$ cat config.mk
export PLATFORM = sky130hd
export DESIGN_NAME = sorted_reorder_buffer_top
export DESIGN_NICKNAME = d
export VERILOG_FILES = /design/src/hdl/sorb_pkg.sv /design/src/hdl/sorb_ram.sv /design/src/hdl/sorb_ctrl.sv /design/src/hdl/sorted_reorder_buffer_top.sv
export SDC_FILE = /design/constraint.sdc
export NUM_CORES = 1
export LEC_CHECK = 0
export BUFFER_PORTS_ARGS = -buffer_cell sky130_fd_sc_hd__buf_2
export CORE_ASPECT_RATIO = 1.2
export CORE_MARGIN = 2
export CORE_UTILIZATION = 53
export CTS_BUF_LIST = sky130_fd_sc_hd__clkbuf_16
export CTS_CLUSTER_DIAMETER = 80
export DETAILED_ROUTE_END_ITERATION = 10
export PLACE_DENSITY_LB_ADDON = 0.12
export SYNTH_ARGS = -nofsm -noshare
export SYNTH_HDL_FRONTEND = slang
export SYNTH_SLANG_ARGS = --single-unit
$ cat constraint.sdc
create_clock -name i_clk -period 3.8 [get_ports i_clk]
set_clock_uncertainty 0.1 [all_clocks]
set_input_delay 0.38 -clock i_clk [delete_from_list [all_inputs] [get_ports i_clk]]
set_output_delay 0.38 -clock i_clk [all_outputs]
set_load 0.05 [all_outputs]
$ cat src/hdl/sorb_pkg.sv
`timescale 1ns / 1ps

package sorb_pkg;

    localparam int BUFFER_DEPTH = 32;
    localparam int SEQ_BITS     = 8;
    localparam int TAG_BITS     = 16;

    localparam int IDX_W = $clog2(BUFFER_DEPTH);
    localparam int CNT_W = $clog2(BUFFER_DEPTH + 1);
    localparam int ENT_W = SEQ_BITS + TAG_BITS;

    localparam logic [1:0] CMD_APPEND = 2'd0;
    localparam logic [1:0] CMD_INSERT = 2'd1;
    localparam logic [1:0] CMD_POP    = 2'd2;

    localparam logic [1:0] ST_OK    = 2'd0;
    localparam logic [1:0] ST_DUP   = 2'd1;
    localparam logic [1:0] ST_EMPTY = 2'd2;
    localparam logic [1:0] ST_FULL  = 2'd3;

    typedef struct packed {
        logic                valid;
        logic [1:0]          status;
        logic [SEQ_BITS-1:0] seq_number;
        logic [TAG_BITS-1:0] packet_tag;
        logic [CNT_W-1:0]    fill_count;
    } t_res;

    // physical slot of logical position off, counted from head, wrapping once
    function automatic logic [IDX_W-1:0] phys_slot(input logic [IDX_W-1:0] head,
                                                   input logic [IDX_W-1:0] off);
        logic [IDX_W:0] sum;
        sum = {1'b0, head} + {1'b0, off};
        if (sum >= (IDX_W + 1)'(BUFFER_DEPTH)) begin
            sum = sum - (IDX_W + 1)'(BUFFER_DEPTH);
        end
        return sum[IDX_W-1:0];
    endfunction

endpackage

$ cat src/hdl/sorb_ram.sv
`timescale 1ns / 1ps

module sorb_ram #(
    parameter int DEPTH = 32,
    parameter int WIDTH = 24
) (
    input  logic                     i_clk,
    input  logic                     i_wr_en,
    input  logic [$clog2(DEPTH)-1:0] i_wr_addr,
    input  logic [WIDTH-1:0]         i_wr_data,
    input  logic                     i_rd_en,
    input  logic [$clog2(DEPTH)-1:0] i_rd_addr,
    output logic [WIDTH-1:0]         o_rd_data
);

    logic [WIDTH-1:0] r_mem [DEPTH];
    logic [WIDTH-1:0] r_rd_data;

    always_ff @(posedge i_clk) begin
        if (i_wr_en) begin
            r_mem[i_wr_addr] <= i_wr_data;
        end
    end

    always_ff @(posedge i_clk) begin
        if (i_rd_en) begin
            r_rd_data <= r_mem[i_rd_addr];
        end
    end

    assign o_rd_data = r_rd_data;

endmodule

$ cat src/hdl/sorb_ctrl.sv
`timescale 1ns / 1ps

module sorb_ctrl (
    input  logic                          i_clk,
    input  logic                          i_rst_n,
    input  logic                          i_start,
    input  logic [1:0]                    i_cmd,
    input  logic [sorb_pkg::SEQ_BITS-1:0] i_seq_number,
    input  logic [sorb_pkg::TAG_BITS-1:0] i_packet_tag,
    output logic                          o_busy,
    output sorb_pkg::t_res                o_res,
    input  logic                          i_res_ready,
    output logic                          o_wr_en,
    output logic [sorb_pkg::IDX_W-1:0]    o_wr_addr,
    output logic [sorb_pkg::ENT_W-1:0]    o_wr_data,
    output logic                          o_rd_en,
    output logic [sorb_pkg::IDX_W-1:0]    o_rd_addr,
    input  logic [sorb_pkg::ENT_W-1:0]    i_rd_data
);

    import sorb_pkg::*;

    localparam logic [3:0] S_IDLE  = 4'd0;
    localparam logic [3:0] S_SRD   = 4'd1;
    localparam logic [3:0] S_SCMP  = 4'd2;
    localparam logic [3:0] S_SHRD  = 4'd3;
    localparam logic [3:0] S_SHWR  = 4'd4;
    localparam logic [3:0] S_WRNEW = 4'd5;
    localparam logic [3:0] S_POPRD = 4'd6;
    localparam logic [3:0] S_POPDT = 4'd7;
    localparam logic [3:0] S_DONE  = 4'd8;

    logic [3:0]          r_state, n_state;
    logic [SEQ_BITS-1:0] r_seq, n_seq;
    logic [TAG_BITS-1:0] r_tag, n_tag;
    logic [CNT_W-1:0]    r_count, n_count;
    logic [IDX_W-1:0]    r_head, n_head;
    logic [CNT_W-1:0]    r_idx, n_idx;
    logic [CNT_W-1:0]    r_pos, n_pos;
    logic [1:0]          r_status, n_status;
    logic [SEQ_BITS-1:0] r_oseq, n_oseq;
    logic [TAG_BITS-1:0] r_otag, n_otag;

    logic [SEQ_BITS-1:0] rd_seq;
    logic [CNT_W-1:0]    idx_m1;

    assign rd_seq = i_rd_data[ENT_W-1:TAG_BITS];
    assign idx_m1 = r_idx - CNT_W'(1);

    always_comb begin
        n_state  = r_state;
        n_seq    = r_seq;
        n_tag    = r_tag;
        n_count  = r_count;
        n_head   = r_head;
        n_idx    = r_idx;
        n_pos    = r_pos;
        n_status = r_status;
        n_oseq   = r_oseq;
        n_otag   = r_otag;
        o_wr_en   = 1'b0;
        o_wr_addr = '0;
        o_wr_data = '0;
        o_rd_en   = 1'b0;
        o_rd_addr = '0;

        unique case (r_state)
            S_IDLE: begin
                if (i_start) begin
                    n_seq    = i_seq_number;
                    n_tag    = i_packet_tag;
                    n_status = ST_OK;
                    n_oseq   = '0;
                    n_otag   = '0;
                    n_idx    = '0;
                    n_pos    = r_count;
                    case (i_cmd) inside
                        CMD_APPEND, CMD_INSERT: begin
                            if (r_count == CNT_W'(BUFFER_DEPTH)) begin
                                n_status = ST_FULL;
                                n_state  = S_DONE;
                            end else if (i_cmd == CMD_APPEND) begin
                                n_state = S_WRNEW;
                            end else begin
                                n_state = S_SRD;
                            end
                        end
                        CMD_POP: begin
                            if (r_count == '0) begin
                                n_status = ST_EMPTY;
                                n_state  = S_DONE;
                            end else begin
                                n_state = S_POPRD;
                            end
                        end
                        default: begin
                            n_state = S_DONE;
                        end
                    endcase
                end
            end
            S_SRD: begin
                if (r_idx == r_count) begin
                    // nothing at or above the new number: goes at the tail
                    n_pos   = r_count;
                    n_state = S_WRNEW;
                end else begin
                    o_rd_en   = 1'b1;
                    o_rd_addr = phys_slot(r_head, r_idx[IDX_W-1:0]);
                    n_state   = S_SCMP;
                end
            end
            S_SCMP: begin
                if (rd_seq >= r_seq) begin
                    if (rd_seq == r_seq) begin
                        n_status = ST_DUP;
                        n_state  = S_DONE;
                    end else begin
                        n_pos   = r_idx;
                        n_idx   = r_count;
                        n_state = S_SHRD;
                    end
                end else begin
                    n_idx   = r_idx + CNT_W'(1);
                    n_state = S_SRD;
                end
            end
            S_SHRD: begin
                // move entries one slot toward the tail, last first
                if (r_idx == r_pos) begin
                    n_state = S_WRNEW;
                end else begin
                    o_rd_en   = 1'b1;
                    o_rd_addr = phys_slot(r_head, idx_m1[IDX_W-1:0]);
                    n_state   = S_SHWR;
                end
            end
            S_SHWR: begin
                o_wr_en   = 1'b1;
                o_wr_addr = phys_slot(r_head, r_idx[IDX_W-1:0]);
                o_wr_data = i_rd_data;
                n_idx     = idx_m1;
                n_state   = S_SHRD;
            end
            S_WRNEW: begin
                o_wr_en   = 1'b1;
                o_wr_addr = phys_slot(r_head, r_pos[IDX_W-1:0]);
                o_wr_data = {r_seq, r_tag};
                n_count   = r_count + CNT_W'(1);
                n_state   = S_DONE;
            end
            S_POPRD: begin
                o_rd_en   = 1'b1;
                o_rd_addr = r_head;
                n_state   = S_POPDT;
            end
            S_POPDT: begin
                n_oseq  = rd_seq;
                n_otag  = i_rd_data[TAG_BITS-1:0];
                n_head  = phys_slot(r_head, IDX_W'(1));
                n_count = r_count - CNT_W'(1);
                n_state = S_DONE;
            end
            S_DONE: begin
                if (i_res_ready) begin
                    n_state = S_IDLE;
                end
            end
            default: begin
                n_state = S_IDLE;
            end
        endcase
    end

    always_ff @(posedge i_clk) begin
        if (!i_rst_n) begin
            r_state <= S_IDLE;
            r_count <= '0;
            r_head  <= '0;
        end else begin
            r_state <= n_state;
            r_count <= n_count;
            r_head  <= n_head;
        end
    end

    always_ff @(posedge i_clk) begin
        r_seq    <= n_seq;
        r_tag    <= n_tag;
        r_idx    <= n_idx;
        r_pos    <= n_pos;
        r_status <= n_status;
        r_oseq   <= n_oseq;
        r_otag   <= n_otag;
    end

    assign o_busy           = (r_state != S_IDLE);
    assign o_res.valid      = (r_state == S_DONE);
    assign o_res.status     = r_status;
    assign o_res.seq_number = r_oseq;
    assign o_res.packet_tag = r_otag;
    assign o_res.fill_count = r_count;

endmodule

$ cat src/hdl/sorted_reorder_buffer_top.sv
`timescale 1ns / 1ps

// from input transfer to result in the output register: unused code, full and empty go
// straight to the result, append writes the new entry, pop reads the head, insert reads and
// compares entries from the head, ends at a duplicate, else moves the later ones one slot
// toward the tail and writes; reads use the single registered read port of the entry store
// one item at a time: the next transfer is taken the cycle after the result is registered
// reset (synchronous, active low) empties the buffer; entry contents are not cleared

module sorted_reorder_buffer_top (
    input  logic                          i_clk,
    input  logic                          i_rst_n,
    input  logic                          i_in_valid,
    output logic                          o_in_stall,
    input  logic [1:0]                    i_cmd,
    input  logic [sorb_pkg::SEQ_BITS-1:0] i_seq_number,
    input  logic [sorb_pkg::TAG_BITS-1:0] i_packet_tag,
    output logic                          o_out_valid,
    input  logic                          i_out_stall,
    output logic [1:0]                    o_status,
    output logic [sorb_pkg::SEQ_BITS-1:0] o_out_seq_number,
    output logic [sorb_pkg::TAG_BITS-1:0] o_out_packet_tag,
    output logic [sorb_pkg::CNT_W-1:0]    o_fill_count
);

    import sorb_pkg::*;

    logic             busy;
    logic             start;
    t_res             res;
    logic             res_ready;
    logic             wr_en;
    logic [IDX_W-1:0] wr_addr;
    logic [ENT_W-1:0] wr_data;
    logic             rd_en;
    logic [IDX_W-1:0] rd_addr;
    logic [ENT_W-1:0] rd_data;

    logic                r_out_valid;
    logic [1:0]          r_status;
    logic [SEQ_BITS-1:0] r_oseq;
    logic [TAG_BITS-1:0] r_otag;
    logic [CNT_W-1:0]    r_fill;

    assign o_in_stall = busy;
    assign start      = i_in_valid && !busy;
    assign res_ready  = !r_out_valid || !i_out_stall;

    sorb_ctrl u_ctrl (
        .i_clk        (i_clk),
        .i_rst_n      (i_rst_n),
        .i_start      (start),
        .i_cmd        (i_cmd),
        .i_seq_number (i_seq_number),
        .i_packet_tag (i_packet_tag),
        .o_busy       (busy),
        .o_res        (res),
        .i_res_ready  (res_ready),
        .o_wr_en      (wr_en),
        .o_wr_addr    (wr_addr),
        .o_wr_data    (wr_data),
        .o_rd_en      (rd_en),
        .o_rd_addr    (rd_addr),
        .i_rd_data    (rd_data)
    );

    sorb_ram #(
        .DEPTH (BUFFER_DEPTH),
        .WIDTH (ENT_W)
    ) u_ram (
        .i_clk     (i_clk),
        .i_wr_en   (wr_en),
        .i_wr_addr (wr_addr),
        .i_wr_data (wr_data),
        .i_rd_en   (rd_en),
        .i_rd_addr (rd_addr),
        .o_rd_data (rd_data)
    );

    // output register, loaded when empty or being drained by a transfer
    always_ff @(posedge i_clk) begin
        if (!i_rst_n) begin
            r_out_valid <= 1'b0;
        end else if (res.valid && res_ready) begin
            r_out_valid <= 1'b1;
        end else if (!i_out_stall) begin
            r_out_valid <= 1'b0;
        end
    end

    always_ff @(posedge i_clk) begin
        if (res.valid && res_ready) begin
            r_status <= res.status;
            r_oseq   <= res.seq_number;
            r_otag   <= res.packet_tag;
            r_fill   <= res.fill_count;
        end
    end

    assign o_out_valid      = r_out_valid;
    assign o_status         = r_status;
    assign o_out_seq_number = r_oseq;
    assign o_out_packet_tag = r_otag;
    assign o_fill_count     = r_fill;

    a_fill_bound: assert property (@(posedge i_clk) disable iff (!i_rst_n)
        o_out_valid |-> (o_fill_count <= CNT_W'(BUFFER_DEPTH)))
        else $error("fill count beyond buffer depth");

    a_empty_fill: assert property (@(posedge i_clk) disable iff (!i_rst_n)
        (o_out_valid && o_status == ST_EMPTY) |-> (o_fill_count == '0))
        else $error("empty status with entries held");

    a_full_fill: assert property (@(posedge i_clk) disable iff (!i_rst_n)
        (o_out_valid && o_status == ST_FULL) |-> (o_fill_count == CNT_W'(BUFFER_DEPTH)))
        else $error("full status with free slots");

    a_busy_after: assert property (@(posedge i_clk) disable iff (!i_rst_n)
        (i_in_valid && !o_in_stall) |=> o_in_stall)
        else $error("input taken again before the item finished");

endmodule

==> flow_summary.ini, run 1 <==
[route]
via_per_inst = 6.07
drc_errors = 0
routedWlPerCell_um = 26.0
ant_nets = 0
vias = 19900
initialDrtViolationCount = 1988
routed_wirelength_um = 85200
drt_first_pass_iters = 5

[sta]
tightestPinTransition_ps = 1170
drv_slew = 0
hold_violations = 0
period_needed_ps = 3630
max_freq_mhz = 276
setup-tns-final_ps = 0
grt_setup_unrepaired = no
relSlewSlack_pct = 21.8
whs_ps = 117
fin_crit_sh_pct = 95.5
setup_viol = 0

[yosys]
synthDistinctLibCells = 60
syn_avg_cell_area_um2 = 16.8
synth-edff-count = 886
synthArstFlopShare_pct = 0
synthTopCellsByArea = edfxtp_1 75%, mux4_2 6.1%, nand2_1 3.5%
yosys.area.top_type = edfxtp_1
ys_seq_elements = 902
synth_nets = 2175
synthCells = 2114
synth_area_mm2 = 0.0356
yosysTopAreaCellShare_pct = 74.7
yosysWarnings = 0
ys.flop_type = edfxtp_1
ys_seq_area_share_pct = 75.6

[floorplan]
start_util_pct = 53.3
die_w_um = 241
ios = 64
rows = 104
die-area_mm2 = 0.0693
dieHeight_um = 288
core_mm2 = 0.0668

[setup_path]
critPathArrivalTime_ps = 3880
cp_max_fo = 18
crit_path_cell_trace = inv_1 -> ha_1 -> xor2_1 -> ha_1 -> a21o_1 -> a21oi_1 -> xnor2_1 -> and2_1 -> a221oi_4 -> buf_4 -> or3_1 -> buf_4 -> o22ai_1 -> nor4_2
end_kind = flop
required_ps = 4050
max_stage_delay_ps = 400
r2r-start = u_ctrl.r_idx[0]
r2r_end = u_ram.o_rd_data[14]
reg2reg_depth = 14
slowest_stage = edfxtp_1
rrSetupSlack_ps = 170
startpoint_type = flop
path_class = flop to flop

[cts]
clk_pin_slew_ps = 60
clockRootBuffer = clkbuf_16
cts_buffers = 86
max-clock-path-buffers = 3
numClockSinks = 902
cts_tree = yes
h-tree-depth = 3
clk-insertion-delay-late_ps = 640

[global_routing]
grt_pass1_wl_um = 126000
antenna_found_initial = 2
grt_max_degree = 73
grt_use_total_pct = 24.9
overflow = 0
first_global_vias = 20000

[finish]
final_nets = 2375
diodes = 0
drive_gt1_share_pct = 21.1
area_growth_syn_to_layout_pct = 15.5

[pwr]
power.leakage_nw = 13.5
power_density_mw_per_mm2 = 532
power.internal_mw = 16.6
switchingPower_mw = 5.24
vdd_drop_max_mv = 0.381
clockPowerShare_pct = 36.7
seqPwrFrac_pct = 52.4
swShare_pct = 23.9
combPwrFrac_pct = 10.9

[run]
maxCapViolCount = 0

[hold_path]
hold_class = input port to flop
min-delay-start = i_cmd[0]
holdPathStages = 4
worstHoldEndpoint = u_ctrl.r_state[2]

[placement]
dpl.hpwl_um = 52300
portBuffers = 63
globalplace.congestion = 0.856

[outcome]
outcome = finished, final reports clean
## cell families after synthesis
| group | synth area share (%) |
|---|---|
| fa+ha+maj | 1.17 |
| flops | 75.6 |
| compound gates | 7.53 |
| mux | 6.30 |
| buf+inv | 2.02 |
| xor+xnor | 1.03 |
| simple gates | 6.32 |
## sequential cells by signal, summed over array words and instances, names as in the netlist, 8 cells and up
name,cells
u_ctrl.r_tag,16
u_ram.o_rd_data,24
o_out_seq_number,8
o_out_packet_tag,16
u_ram.r_mem,768
u_ctrl.r_oseq,8
u_ctrl.r_otag,16
u_ctrl.r_seq,8
## layer usage
layer	global-route usage (%)	vias to the layer above	wire (µm)	part of all wire, %
met3	4.31	130	5950	7.0
met1	34.3	10300	35300	41
met5	0	-	0	0
met4	7.86	0	2080	2.4
met2	40.9	751	41900	49
li1	-	8787	-	-
## power by group through the flow
stage | registers, mW | logic (mW) | clock network [mW]
final | 11.5 | 2.38 | 8.04
after global routing | 11.5 | 2.57 | 8.57
after CTS | 11.5 | 2.38 | 8.19
after detailed placement | 11.7 | 2.35 | 0
after global placement | 11.7 | 2.30 | 0
after floorplan | 11.7 | 1.50 | 0
## synthesized netlist by cell type, drive strengths merged (25+ instances only)
library cell  count
a21oi           122
a22o             27
a32oi            97
buf              54
clkbuf           73
edfxtp          886
ha               27
mux4             96
nand2           335
nor2             58
nor4             26
o22ai           101
xor2             25
## cell type report
type,count,area (µm²)
Clock buffer,88,2200
Clock inverter,69,434
Multi-Input combinational cell,1062,8110
Sequential cell,902,26900
Tap cell,901,1130
Inverter,23,86.3
Fill cell,4747,25600
Timing Repair Buffer,239,2240
## layout by cell type (no fill, tap or decap), types with 16 or more instances in the layout
cell           Yosys  routed
a21oi_1          120     119
a22o_1            27      27
a32oi_1           97      97
and3_1            24      24
buf_12             3      43
buf_2             27      63
buf_4              5     107
clkbuf_16          0      88
clkinv_1           1      26
clkinv_2           0      17
dfxtp_1           16      16
dlygate4sd3_1      0      26
edfxtp_1         886     886
ha_1              27      27
inv_1             21      37
mux4_2            96      96
nand2_1          335     335
nor2_1            57      22
nor2_2             1      36
nor4_2            18      18
o22ai_1          101      99
xnor2_1           17      17
xor2_1            25      25
## how the worst max path moves through the flow
stage | startpoint | to | slack (ps) | depth (start not counted)
4_1_cts | u_ctrl.r_head[0] | u_ram.o_rd_data[5] | 70 | 9
3_5_place_dp | u_ctrl.r_head[0] | u_ram.o_rd_data[5] | 60 | 9
3_3_place_gp | u_ctrl.r_idx[0] | u_ram.o_rd_data[5] | 110 | 10
2_1_floorplan | u_ctrl.r_idx[0] | u_ram.r_mem[26][0] | 230 | 10
5_1_grt | u_ctrl.r_idx[0] | u_ram.o_rd_data[14] | 20 | 14
6_report | u_ctrl.r_idx[0] | u_ram.o_rd_data[14] | 170 | 14
## metrics by stage
step,cells,setup slack [ps],area [µm²],utilization [%],power (mW)
after floorplan,2114,227,35600,-,13.2
after global placement,3100,108,38200,57.2,14.0
after detailed placement,3100,61.1,38200,57.2,14.0
after CTS,3283,65.3,41100,61.6,22.0
after global routing,3284,16.4,41100,61.6,22.6
final,3284,172,41100,61.6,21.9
## worst max-delay path, delay by kind of cell (launching register included)
family	cells	cell delay, ps
and+or+nand+nor	3	670
DFF	1	400
xor gates and xnor gates	2	360
adders and majority gates	2	500
AOI/OAI and AO/OA	4	750
buffers and inverters	3	560
## timing repair
| item | 4_1_cts | 5_1_grt |
|---|---|---|
| buffers inserted | 0 | 1 |
| endpoints found under the setup margin | 0 | 22 |
| endpoints found under the hold margin | 28 | 0 |
| hold buffers | 26 | 0 |
| gates resized for setup | 0 | 5 |
Power figures use the tool's default switching activity.
==> run 2: changes to the inputs <==
CELL_PAD_IN_SITES_DETAIL_PLACEMENT = 0   (was not set)
CELL_PAD_IN_SITES_GLOBAL_PLACEMENT = 1   (was not set)
CORE_UTILIZATION = 49   (was 53)
==> run 2 against run 1 <==
Effect of this change: global-route usage down 1.0 points; design area up 0.83%; via count is 0.27% higher.
==> flow_summary.ini, run 2 (synthesized netlist as in run 1, its figures left out) <==
[placement]
globalplace.congestion = 0.840
portBuffers = 63
dpl.hpwl_um = 54400

[global_routing]
antenna_found_initial = 1
grt_pass1_wl_um = 132000
first_global_vias = 20200
overflow = 0
grt_max_degree = 95
grt_use_total_pct = 23.9

[floorplan]
start_util_pct = 49.3
dieHeight_um = 299
ios = 64
rows = 108
die_w_um = 250
die-area_mm2 = 0.0749
core_mm2 = 0.0722

[cts]
post_cts_buffers = 0
clk_pin_slew_ps = 60
h-tree-depth = 3
max-clock-path-buffers = 3
numClockSinks = 902
cts_buffers = 89
cts_tree = yes
clockRootBuffer = clkbuf_16
clk-insertion-delay-late_ps = 650

[sta]
period_needed_ps = 3610
hold_violations = 0
grt_setup_unrepaired = no
relSlewSlack_pct = 27.8
max_freq_mhz = 277
setup-tns-final_ps = 0
drv_slew = 0
setup_viol = 0
fin_crit_sh_pct = 95.0
tightestPinTransition_ps = 1080

[outcome]
outcome = finished, final reports clean

[run]
maxCapViolCount = 0

[route]
top_layer = met4
initialDrtViolationCount = 1912
ant_nets = 0
routedWlPerCell_um = 26.8
drt_first_pass_iters = 6
dr_wl_met2_um = 43500
drt-met1-wl_um = 37900
routed_wirelength_um = 88800
via_per_inst = 6.02
dr_wl_met3_um = 5580
drc_errors = 0
vias = 20000

[setup_path]
cp_max_fo = 41
critPathArrivalTime_ps = 3900
required_ps = 4090
startpoint_type = flop
end_kind = flop
path_class = flop to flop

[pwr]
p_total_mw = 22.4
power_density_mw_per_mm2 = 541
power.leakage_nw = 13.6
combPwrFrac_pct = 10.8
switchingPower_mw = 5.44
seqPwrFrac_pct = 51.2
power.internal_mw = 17.0
clockPowerShare_pct = 38.1
swShare_pct = 24.3
vdd_drop_max_mv = 0.375

[finish]
area_growth_syn_to_layout_pct = 16.4
mostFrequentLayoutCells = 886 x edfxtp_1, 335 x nand2_1, 119 x a21oi_1, 98 x buf_4, 97 x a32oi_1
largest_register_ff_count = 768
layout_commonest_cell = edfxtp_1
nFillCells = 5509
diodes = 0
drive_gt1_share_pct = 21.9
final_nets = 2373
regMostFlops = u_ram.r_mem

[hold_path]
hold_class = input port to flop
-- run 2: cell count changes in the layout (fill, tap and decap cells not counted), sizes merged --
cell / before / now
clkinvlp: 4 / 8
bufinv: 4 / 6
clkinv: 44 / 39
clkbuf: 88 / 92
buf: 213 / 208
-- run 2: per-stage QoR --
step                      hold slack (ps)  cells  util, %  setup slack [ps]  cell area, µm²
after global routing                 93.4   3318     57.5              11.3           41500
final                                54.2   3318     57.5               191           41500
after detailed placement              305   3131     53.1              38.5           38300
after CTS                            18.6   3319     57.4              17.5           41400
after floorplan                       300   2114        -               227           35600
after global placement                300   3131     53.1              79.1           38300
-- run 2: layer usage --
metal / track usage, % / up-vias
met2: 39.5 / 654
li1: - / 8784
met4: 7.01 / 0
met3: 3.88 / 125
met5: 0 / -
met1: 33.0 / 10400
-- run 2: worst max-delay path, stage by stage, from the launching register on --
cell and delay, ps:
edfxtp_1 420, inv_1 120, ha_1 270, inv_1 100, fa_1 420, nand2_1 70
a21oi_1 70, or3_4 530, buf_4 210, buf_12 180, nand2_1 90, a32oi_1 120
o22ai_1 570, nor4_2 60
-- run 2: final cells by class --
cell class,instances,area (µm²),share of cell area (%)
clock inverter,70,537,1.29
sequential,902,26900,64.9
clock buffer,92,2300,5.55
inverter,23,86.3,0.208
multi-input combinational,1062,8200,19.8
tap,935,1170,2.82
timing repair buffer,234,2240,5.41
-- run 2: path summary, 6_finish.rpt --
kind | from | to | slack (ps) | cells after the start
setup / recovery | u_ctrl.r_idx[0] | u_ram.o_rd_data[13] | 190 | 13
hold / removal | i_cmd[0] | u_ctrl.r_state[2] | 50 | 4
setup reg to reg | u_ctrl.r_idx[0] | u_ram.o_rd_data[13] | 190 | 13
hold reg to reg | u_ctrl.r_otag[10] | o_out_packet_tag[10] | 320 | 0
-- run 2: power groups by stage --
stage	Clock (mW)	Sequential, mW	Combinational [mW]
floorplan	0	11.7	1.50
global placement	0	11.7	2.33
detailed placement	0	11.7	2.37
CTS	8.71	11.5	2.40
global route	9.09	11.5	2.60
finish	8.54	11.5	2.41
-- run 2: what timing repair did --
| item | CTS | global route |
|---|---|---|
| gates resized for setup | 0 | 15 |
| endpoints found under the setup margin | 0 | 21 |
| hold buffers | 26 | 0 |
| endpoints found under the hold margin | 28 | 0 |
==> run 3: changes to the inputs <==
REMOVE_ABC_BUFFERS = 1   (was not set)
==> run 3 against run 2 <==
Effect of this change: utilization up 0.30 points; worst setup slack worse by 9.4 ps; worst hold slack better by 48 ps; power about the same; wire length up 2.2%.
==> flow_summary.ini, run 3 (synthesized netlist as in run 1, its figures left out) <==
[outcome]
outcome = finished, final reports clean

[cts]
cts_tree = yes
h-tree-depth = 3
clk_pin_slew_ps = 60
clk-insertion-delay-late_ps = 660
numClockSinks = 902
cts_buffers = 91
max-clock-path-buffers = 3
clockRootBuffer = clkbuf_16
post_cts_buffers = 0

[floorplan]
die-area_mm2 = 0.0749
rows = 108
start_util_pct = 49.3
ios = 64
core_mm2 = 0.0722
dieHeight_um = 299
die_w_um = 250

[finish]
drive_gt1_share_pct = 22.1
diodes = 0
nFillCells = 5558
final_cells = 3334
seqCellArea_mm2 = 0.0269
final_util_pct = 57.8
final_area_mm2 = 0.0417
regMostFlops = u_ram.r_mem
area_growth_syn_to_layout_pct = 17.0
largest_register_ff_count = 768
mostFrequentLayoutCells = 886 x edfxtp_1, 335 x nand2_1, 119 x a21oi_1, 115 x buf_4
layout_commonest_cell = edfxtp_1
final_nets = 2391
multiInputGateArea_mm2 = 0.00834

[global_routing]
first_global_vias = 19900
antenna_found_initial = 2
grt_use_total_pct = 24.4
overflow = 0
grt_max_degree = 65
grt_pass1_wl_um = 133000

[placement]
post_dp_cell_area_mm2 = 0.0386
dpl.hpwl_um = 55200
placedCellCount = 3146
portBuffers = 63
place_ws_ps = 73.0
globalplace.congestion = 0.856

[hold_path]
hold_class = input port to flop
holdPathStages = 4
min-delay-start = i_cmd[0]
worstHoldEndpoint = u_ctrl.r_state[2]

[sta]
fin_crit_sh_pct = 95.2
hold_violations = 0
drv_slew = 0
setup-tns-final_ps = 0
layout_setup_ws_ps = 181
tightestPinTransition_ps = 1350
max_freq_mhz = 276
whs_ps = 102
relSlewSlack_pct = 10.3
period_needed_ps = 3620
setup_viol = 0

[route]
initialDrtViolationCount = 2021
via_per_inst = 6.04
routedWlPerCell_um = 27.2
routed_wirelength_um = 90800
drc_errors = 0
ant_nets = 0
vias = 20100
drt_first_pass_iters = 5

[setup_path]
r2r_end = u_ram.o_rd_data[21]
end_kind = flop
critPathArrivalTime_ps = 3900
cp_max_fo = 34
path_class = flop to flop
rrSetupSlack_ps = 180
required_ps = 4080
reg2reg_depth = 14
r2r-start = u_ctrl.r_idx[0]
startpoint_type = flop

[run]
maxCapViolCount = 0

[pwr]
power_density_mw_per_mm2 = 538
vdd_drop_max_mv = 0.366
power.leakage_nw = 13.7
p_total_mw = 22.4
-- run 3: cell count changes in the layout (fill, tap and decap cells not counted), sizes merged --
cell / delta
buf: +16
bufinv: -1
clkbuf: -1
clkinv: +7
clkinvlp: -6
inv: +1
-- run 3: how the worst max path moves through the flow --
stage | from | to | slack, ps | depth (start not counted)
after floorplan | u_ctrl.r_idx[1] | u_ram.o_rd_data[10] | -13980 | 9
after global placement | u_ctrl.r_idx[0] | u_ram.o_rd_data[19] | 120 | 13
after detailed placement | u_ctrl.r_idx[0] | u_ram.o_rd_data[19] | 70 | 13
after CTS | u_ctrl.r_idx[0] | u_ram.o_rd_data[19] | 40 | 13
after global routing | u_ctrl.r_idx[0] | u_ram.o_rd_data[2] | -10 | 14
final | u_ctrl.r_idx[0] | u_ram.o_rd_data[21] | 180 | 14
-- run 3: routing by layer --
metal	vias to the layer above	part of all wire, %	wire (µm)	global-route usage [%]
met5	-	0	0	0
met2	707	49	44100	39.8
met4	0	1.7	1530	5.73
li1	8820	-	-	-
met1	10500	43	39200	34.6
met3	84	6.6	6010	4.23
-- run 3: final cells by class --
class | instances | area share [%]
inverters | 23 | 0.207
repair buffers | 250 | 5.66
multi-input cells | 1062 | 20.0
clock inverters | 71 | 1.24
flip-flops and latches | 902 | 64.6
clock buffers | 91 | 5.46
well taps | 935 | 2.81
-- run 3: critical path: stages (launching register included) --
cell and delay, ps:
edfxtp_1 390, inv_1 120, ha_1 260, inv_1 100, fa_1 450, nand2_1 80, a21oi_1 50, or3_4 470
buf_12 190, buf_12 190, buf_12 180, nand2_1 70, a32oi_1 110, o22ai_1 480, nor4_2 60
-- run 3: where the power goes --
part           switching, mW  leakage (nW)  total (mW)  internal (mW)
sequential             0.176          8.04        11.5           11.3
combinational           1.57          4.24        2.48          0.918
clock                   3.76          1.43        8.47           4.71
-- run 3: timing repair --
action | in CTS | in global routing
endpoints found under the hold margin | 28 | 0
endpoints found under the setup margin | 0 | 14
hold buffers | 26 | 0
resized for setup | 0 | 11
